File: src/rtl/core/bts_pkg.sv
// Shared constants, item types and helpers for the bilinear texture sampler.
`default_nettype none
package bts_pkg;

  localparam int MAX_DIM = 256;
  localparam int FRAC_BITS = 16;
  localparam int DIM_W = $clog2(MAX_DIM);
  localparam int CFG_W = 9;
  localparam int ADDR_W = 16;
  localparam int STORE_DEPTH = 1 << ADDR_W;
  localparam int COLOR_W = 8;
  localparam int OUT_W = 16;
  localparam int WGT_W = 17;
  localparam int FX_W = FRAC_BITS + 1 + DIM_W;
  localparam int SH_DN = (FRAC_BITS >= 16) ? FRAC_BITS - 16 : 0;
  localparam int SH_UP = (FRAC_BITS >= 16) ? 0 : 16 - FRAC_BITS;

  localparam logic [WGT_W-1:0] WGT_ONE = WGT_W'(1 << 16);
  localparam logic [OUT_W-1:0] FULL_COLOR = 16'hFF00;

  localparam logic [1:0] CMD_WRITE = 2'd0;
  localparam logic [1:0] CMD_BILINEAR = 2'd1;
  localparam logic [1:0] CMD_NEAREST = 2'd2;
  localparam logic [1:0] CMD_NONE = 2'd3;

  localparam logic [1:0] REG_WIDTH = 2'd0;
  localparam logic [1:0] REG_HEIGHT = 2'd1;
  localparam logic [1:0] REG_PRESENT = 2'd2;

  typedef struct packed {
    logic [1:0]        cmd;
    logic [15:0]       texel_index;
    logic [7:0]        texel_red;
    logic [7:0]        texel_green;
    logic [7:0]        texel_blue;
    logic signed [31:0] u_coord;
    logic signed [31:0] v_coord;
  } in_item_t;

  typedef struct packed {
    logic [15:0] out_red;
    logic [15:0] out_green;
    logic [15:0] out_blue;
  } out_item_t;

  typedef struct packed {
    logic [CFG_W-1:0] tex_width;
    logic [CFG_W-1:0] tex_height;
    logic             texture_present;
  } cfg_t;

  typedef struct packed {
    logic [COLOR_W-1:0] red;
    logic [COLOR_W-1:0] green;
    logic [COLOR_W-1:0] blue;
  } texel_t;

  typedef struct packed {
    logic [1:0]             cmd;
    logic                   magenta;
    logic [ADDR_W-1:0]      widx;
    texel_t                 texel;
    logic [3:0][ADDR_W-1:0] addr;
    logic [WGT_W-1:0]       sx;
    logic [WGT_W-1:0]       sy;
  } fetch_t;

  typedef struct packed {
    logic [1:0]       cmd;
    logic             magenta;
    logic [WGT_W-1:0] sx;
    logic [WGT_W-1:0] sy;
    texel_t [3:0]     t;
  } quad_t;

  function automatic logic [WGT_W-1:0] to_weight(input logic [FX_W-1:0] d);
    logic [FX_W+WGT_W-1:0] t;
    logic [WGT_W-1:0] w;
    t = {{WGT_W{1'b0}}, d};
    if (FRAC_BITS >= 16) t = t >> SH_DN;
    else t = t << SH_UP;
    w = t[WGT_W-1:0];
    if (w > WGT_ONE) w = WGT_ONE;
    return w;
  endfunction

  function automatic logic [COLOR_W-1:0] chan(input texel_t t, input int c);
    case (c)
      0: chan = t.red;
      1: chan = t.green;
      default: chan = t.blue;
    endcase
  endfunction

endpackage
`default_nettype wire

File: src/rtl/core/bts_coord.sv
// Coordinate front end: wrap, scale, neighbor selection and store addresses.
`default_nettype none
module bts_coord import bts_pkg::*; (
  input  wire logic     clk,
  input  wire logic     rst,
  input  wire cfg_t     cfg,
  input  wire logic     in_valid,
  output logic          in_ready,
  input  wire in_item_t in_data,
  output logic          out_valid,
  input  wire logic     out_ready,
  output fetch_t        out_data
);

  localparam logic [FX_W:0] HALF = (FX_W+1)'(1 << (FRAC_BITS - 1));
  localparam logic [FRAC_BITS:0] ONE = (FRAC_BITS+1)'(1 << FRAC_BITS);
  localparam int XI_W = FX_W - FRAC_BITS;
  localparam int PROD_W = 2 * DIM_W + 2;

  logic v1, v2, v3, v4;
  logic en1, en2, en3, en4;

  assign en4 = !v4 || out_ready;
  assign en3 = !v3 || en4;
  assign en2 = !v2 || en3;
  assign en1 = !v1 || en2;
  assign in_ready = en1;
  assign out_valid = v4;

  logic [1:0]           s1_cmd, s2_cmd, s3_cmd;
  logic                 s1_mag, s2_mag, s3_mag;
  logic [ADDR_W-1:0]    s1_widx, s2_widx, s3_widx;
  texel_t               s1_texel, s2_texel, s3_texel;
  logic [FRAC_BITS-1:0] s1_fu;
  logic [FRAC_BITS:0]   s1_fv;
  logic [DIM_W-1:0]     s1_wm1, s1_hm1, s2_wm1, s2_hm1;
  logic [DIM_W:0]       s1_wc, s2_wc, s3_wc;
  logic [FX_W-1:0]      s2_fx, s2_fy;
  logic [DIM_W-1:0]     s3_x0, s3_x1, s3_y0, s3_y1;
  logic [WGT_W-1:0]     s3_sx, s3_sy;

  logic [DIM_W:0]   w_cl, h_cl;
  logic [XI_W-1:0]  xi, yi;
  logic [DIM_W-1:0] x0, y0, x1, y1, xr, yr;
  logic [FX_W:0]    xs, ys;
  logic [XI_W:0]    xri, yri;
  logic [FX_W-1:0]  dx, dy;

  always_comb begin
    w_cl = (DIM_W+1)'(cfg.tex_width);
    if (cfg.tex_width == '0) w_cl = (DIM_W+1)'(1);
    else if (cfg.tex_width > MAX_DIM) w_cl = (DIM_W+1)'(MAX_DIM);
    h_cl = (DIM_W+1)'(cfg.tex_height);
    if (cfg.tex_height == '0) h_cl = (DIM_W+1)'(1);
    else if (cfg.tex_height > MAX_DIM) h_cl = (DIM_W+1)'(MAX_DIM);
  end

  always_comb begin
    xi = s2_fx[FX_W-1:FRAC_BITS];
    yi = s2_fy[FX_W-1:FRAC_BITS];
    x0 = (xi > s2_wm1) ? s2_wm1 : xi[DIM_W-1:0];
    y0 = (yi > s2_hm1) ? s2_hm1 : yi[DIM_W-1:0];
    x1 = (x0 == s2_wm1) ? s2_wm1 : DIM_W'(x0 + 1'b1);
    y1 = (y0 == s2_hm1) ? s2_hm1 : DIM_W'(y0 + 1'b1);
    dx = s2_fx - FX_W'({x0, {FRAC_BITS{1'b0}}});
    dy = s2_fy - FX_W'({y0, {FRAC_BITS{1'b0}}});
    xs = {1'b0, s2_fx} + HALF;
    ys = {1'b0, s2_fy} + HALF;
    xri = xs[FX_W:FRAC_BITS];
    yri = ys[FX_W:FRAC_BITS];
    xr = (xri > s2_wm1) ? s2_wm1 : xri[DIM_W-1:0];
    yr = (yri > s2_hm1) ? s2_hm1 : yri[DIM_W-1:0];
  end

  always_ff @(posedge clk) begin
    if (rst) begin
      v1 <= 1'b0;
      v2 <= 1'b0;
      v3 <= 1'b0;
      v4 <= 1'b0;
    end else begin
      if (en1) v1 <= in_valid && (in_data.cmd != CMD_NONE);
      if (en2) v2 <= v1;
      if (en3) v3 <= v2;
      if (en4) v4 <= v3;
    end
  end

  always_ff @(posedge clk) begin
    if (en1) begin
      s1_cmd <= in_data.cmd;
      s1_mag <= !cfg.texture_present;
      s1_widx <= in_data.texel_index;
      s1_texel <= '{in_data.texel_red, in_data.texel_green, in_data.texel_blue};
      s1_fu <= in_data.u_coord[FRAC_BITS-1:0];
      s1_fv <= ONE - {1'b0, in_data.v_coord[FRAC_BITS-1:0]};
      s1_wm1 <= DIM_W'(w_cl - 1'b1);
      s1_hm1 <= DIM_W'(h_cl - 1'b1);
      s1_wc <= w_cl;
    end
    if (en2) begin
      s2_cmd <= s1_cmd;
      s2_mag <= s1_mag;
      s2_widx <= s1_widx;
      s2_texel <= s1_texel;
      s2_fx <= FX_W'(s1_fu) * FX_W'(s1_wm1);
      s2_fy <= FX_W'(s1_fv) * FX_W'(s1_hm1);
      s2_wm1 <= s1_wm1;
      s2_hm1 <= s1_hm1;
      s2_wc <= s1_wc;
    end
    if (en3) begin
      s3_cmd <= s2_cmd;
      s3_mag <= s2_mag;
      s3_widx <= s2_widx;
      s3_texel <= s2_texel;
      s3_wc <= s2_wc;
      s3_sx <= to_weight(dx);
      s3_sy <= to_weight(dy);
      if (s2_cmd == CMD_NEAREST) begin
        s3_x0 <= xr;
        s3_y0 <= yr;
      end else begin
        s3_x0 <= x0;
        s3_y0 <= y0;
      end
      s3_x1 <= x1;
      s3_y1 <= y1;
    end
    if (en4) begin
      out_data.cmd <= s3_cmd;
      out_data.magenta <= s3_mag;
      out_data.widx <= s3_widx;
      out_data.texel <= s3_texel;
      out_data.sx <= s3_sx;
      out_data.sy <= s3_sy;
      out_data.addr[0] <= ADDR_W'(PROD_W'(s3_y0) * PROD_W'(s3_wc) + PROD_W'(s3_x0));
      out_data.addr[1] <= ADDR_W'(PROD_W'(s3_y0) * PROD_W'(s3_wc) + PROD_W'(s3_x1));
      out_data.addr[2] <= ADDR_W'(PROD_W'(s3_y1) * PROD_W'(s3_wc) + PROD_W'(s3_x0));
      out_data.addr[3] <= ADDR_W'(PROD_W'(s3_y1) * PROD_W'(s3_wc) + PROD_W'(s3_x1));
    end
  end

endmodule
`default_nettype wire

File: config.mk
export PLATFORM = sky130hd
export DESIGN_NAME = bts_coord
export DESIGN_NICKNAME = d
export VERILOG_FILES = /design/src/rtl/core/bts_pkg.sv /design/src/rtl/core/bts_coord.sv
export SDC_FILE = /design/constraint.sdc
export NUM_CORES = 1
export LEC_CHECK = 0
export ABC_AREA = 1
export BUFFER_PORTS_ARGS = -buffer_cell sky130_fd_sc_hd__buf_2
export CAP_MARGIN = 20
export CORE_ASPECT_RATIO = 1.5
export CORE_MARGIN = 3
export CORE_UTILIZATION = 45
export CTS_CLUSTER_DIAMETER = 30
export DETAILED_ROUTE_END_ITERATION = 16
export PLACE_DENSITY_LB_ADDON = 0.05
export RECOVER_POWER = 50
export SETUP_SLACK_MARGIN = 0.3
export SYNTH_ARGS = -nofsm -noshare
export SYNTH_HDL_FRONTEND = slang
export SYNTH_SLANG_ARGS = --single-unit
File: constraint.sdc
create_clock -name clk -period 20.7 [get_ports clk]
set_input_delay 1.035 -clock clk [delete_from_list [all_inputs] [get_ports clk]]
set_output_delay 1.035 -clock clk [all_outputs]
set_load 0.02 [all_outputs]
==> summary by stage <==
Timing
For the final database, setup skew stands at 0.0533 ns. The number of hold violations in the final report is 0. The post-layout minimum cycle time is 9.93 ns. The worst slew slack as a fraction of its limit is -1.32. Setup violations remaining at the end of the flow were counted as 0.

The max-slew violation count came to 208. The aggregate negative setup slack is 0 ns. Setup repair after global routing left no endpoint under its margin. The share of the clock period used by the worst path is 0.480. The final hold slack is 0.395 ns. For the pin with the worst max-slew slack, the measured transition is 3.48 ns. The worst path meets setup with 10.77 ns of slack. For this run, the top clock speed supported by timing is 0.101 GHz.

Clock tree
In this run the number of H-tree levels came out at 3. The number of gates resized after CTS was 0. Buffers inserted to repair hold after CTS numbered 0. The number of buffers inserted to repair setup after CTS is 0. Clock-pin slew was measured on the worst setup and hold paths at 0.06 ns.

At the later pin of the worst-skew pair, clock insertion delay measures 0.65 ns. The CTS tree is yes. The buffer levels on the longest clock path is 3. The clock drives 481 sinks. CTS placed an instance of clkbuf_16 at the clock tree root. The number of clock buffers added by TritonCTS is 76.

Die
The I/O pin count is 272. The standard-cell row count is 121. The vertical die dimension is 339 um. The initial utilization of the core area, before any placement, comes to 0.456. The floorplan step defined a die boundary enclosing 77200 sq um. The total area inside the core boundary comes to 72800 sq um.

The width of the chip is 228 um.

Min path
The origin of the worst min-delay path is s3_sy[15]$_SDFFCE_PN0P_. The path class of the tightest hold or removal check is register to register. The endpoint of the worst hold path is out_data[15]$_DFFE_PP_.

Counting instances, the worst hold path has a depth of 0.

Routing
In the routed layout, each cell is associated on average with a via count of 4.81. The length of the first detailed-routing pass in iterations is 5. After detailed routing, the number of remaining DRC violations is 0. In the final routed layout, each cell accounts on average for 15.9 um. The number of vias in the routed layout is 22200. The overall routed net length is 73.3 mm.

The starting DRC count in detailed routing is 959. The count of nets left with antenna violations once routing finished came out at 0.

Global route
In the global route stage, overall resource usage came out at 0.192. The total congestion overflow after global routing is 0. The first global-routing pass estimated 119 mm of wire. The maximum number of pins on one net before global-route repair is 78. The initial antenna violation count came to 2.

The via count of the first global-routing pass came to 23500.

Synthesis
The number of warning messages in the yosys log is 0. Of all flip-flops after synthesis, the portion carrying an async set or reset was 0. Among all flip-flop cells after synthesis, the most frequent one is edfxtp_1. The mapped cell area is 33200 sq um. The distinct cell type count after synthesis is 49. The number of nets in the synthesized netlist is 3969. In this run, synthesis inferred 477 flip-flops with an integrated enable. The number of instances in the synthesized netlist is 3350. The post-synthesis sequential area ratio is 0.434. The number of flip-flops and latches in the synthesized netlist is 481. The synthesized area divided by synthesized cell count is 9.92 sq um.

Job
Across the run, the number of max-cap violations was 3.

Critical path
The slowest stage of the critical path belongs to the cell clkinvlp_2. STA classifies the critical path startpoint as an input port. The critical register-to-register path startpoint is out_valid$_SDFFE_PP0P_. The most frequent cell on the critical path is nor2_1.

The critical path data required time is 19.67 ns. The internal reg-to-reg setup slack is 11.85 ns. Counting both buffers and inverters, the worst setup path holds a total of 4.

The longest individual stage delay on the worst path is 2.51 ns. The worst endpoint data arrival time is 8.89 ns. The length in cells of the worst reg-to-reg path is 8. The element type at the critical path end is a primary output.

The worst register-to-register path ends at s2_wm1[2]$_DFFE_PP_. In this run the worst path has a maximum fanout of 77. Walking the worst path, the cells encountered are buf_2 -> nor2_1 -> clkinvlp_2 -> nor2_1 -> clkinvlp_2 -> nor2_1 -> nand2_4 -> buf_2. On the critical path the largest part of the delay comes from buffers and inverters. The start-to-end type of the worst setup path is input port to primary output.

Placed design
Routability-driven placement finished with a final weighted congestion of 0.861. The HPWL reported at the end of detailed placement is 57.7 mm. The pre-CTS setup slack is 15.20 ns. During placement, the flow inserted port buffers numbering 239.

Pwr
After layout, the design draws a total of 0.00655 W. For this design the ratio of total power to cell area is 174 nW/um^2. The leakage power is 19.0 nW.

The largest vdd supply drop is 0.0766 mV.

Run status
The final reports fail on capacitance limit, slew limit. The flow ran to the end, but the final reports show violations.

Layout
The signed area change from the synthesized netlist to the final layout is 13.6%. For this run, the post-layout net count is 4185. Measured on the finished design, the core utilization comes to 0.518.

The fraction of final layout cells sized beyond drive strength 1 is 0.0772.
## per-stage QoR
stage | instance area, sq um | instances
after floorplan | 33200 | 3350
after global placement | 35300 | 4471
after detailed placement | 35300 | 4471
after CTS | 37900 | 4612
after global routing | 37700 | 4615
final | 37700 | 4615
## power breakdown
part | internal (W) | leakage, nW | switching, W
Clock | 0.000766 | 1.26 | 0.000501
Combinational | 0.00131 | 12.6 | 0.00221
Sequential | 0.00155 | 5.19 | 0.000212
Total | 0.00362 | 19.0 | 0.00293
## worst register-to-register path, delay by kind of cell (launching register included)
kind,cells,cell delay (ns)
and+or+nand+nor,3,2.17
DFF,1,0.35
buffers and inverters,5,5.88
## registers in the layout, indices dropped and copies added, names as in the netlist, 17 cells and up
| signal | flops |
|---|---|
| s3_sx | 17 |
| s2_fx | 24 |
| out_data | 141 |
| s2_fy | 25 |
| s1_fv | 17 |
| s3_texel | 24 |
| s2_texel | 24 |
| s3_sy | 17 |
| s1_texel | 24 |
## metal layers
metal / vias to the layer above / part of all wire / track usage
met5: - / 0 / 0
met4: 0 / 0.033 / 0.0746
met3: 139 / 0.033 / 0.0238
met2: 412 / 0.55 / 0.377
met1: 10700 / 0.38 / 0.207
li1: 10900 / - / -
## cell families after synthesis
logic type / Yosys count / share of synthesized area
AOI/OAI and AO/OA: 231 / 0.0403
xor gates and xnor gates: 152 / 0.0401
adders and majority gates: 490 / 0.243
buffers and inverters: 871 / 0.0999
DFF: 481 / 0.434
and+or+nand+nor: 1125 / 0.143
## Yosys cell counts, types with 3 or more instances
master / count / area, sq um
edfxtp_1: 477 / 14300
ha_1: 230 / 2880
nand3_1: 133 / 666
nor2_4: 15 / 169
nor3_1: 14 / 70.1
a21oi_1: 89 / 445
o21ai_0: 58 / 290
nand4_1: 15 / 93.8
a31oi_1: 14 / 87.6
o211ai_1: 7 / 52.6
clkbuf_1: 102 / 383
xor2_1: 112 / 981
nor2_1: 117 / 439
o2111ai_1: 3 / 26.3
a211oi_1: 3 / 22.5
nor4_1: 13 / 81.3
fa_1: 260 / 5200
inv_2: 3 / 11.3
o21ai_1: 9 / 45.0
o21bai_1: 11 / 82.6
o22ai_1: 3 / 18.8
nand2_2: 9 / 56.3
buf_4: 3 / 22.5
xnor2_1: 40 / 350
nand3b_1: 3 / 22.5
nand2_4: 4 / 45.0
nor2_2: 16 / 100
a21o_1: 18 / 135
a21boi_0: 6 / 45.0
buf_6: 3 / 33.8
dfxtp_1: 4 / 80.1
nand2_1: 778 / 2920
o21a_1: 3 / 22.5
inv_1: 757 / 2840
## worst max-delay path by stage
stage	from	endpoint	slack [ns]	cells after the start
5_1_grt	out_ready	in_ready	9.62	8
6_report	out_ready	in_ready	10.77	8
4_1_cts	s3_wc[0]$_DFFE_PP_	out_data[95]$_DFFE_PP_	15.21	22
3_3_place_gp	s3_wc[1]$_DFFE_PP_	out_data[79]$_DFFE_PP_	15.21	20
3_5_place_dp	s3_wc[1]$_DFFE_PP_	out_data[95]$_DFFE_PP_	15.20	20
2_1_floorplan	out_ready	in_ready	10.83	6
## cell usage in the layout (no fill, tap or decap), types with 58 or more instances in the layout
cell,n
clkbuf_16,76
o21ai_0,58
a21oi_1,89
edfxtp_1,477
nor2_1,117
nand3_1,133
buf_2,83
clkbuf_1,161
fa_1,260
xor2_1,112
inv_1,754
nand2_1,777
ha_1,230
## layout make-up
cell class	instances	area [sq um]
tap	984	1230
antenna	2	5.00
sequential	481	14400
multi-input combinational	1998	15500
timing repair buffer	248	1070
fill	6748	35100
clock inverter	61	742
inverter	761	2860
clock buffer	80	1920
Power figures use the tool's default switching activity.
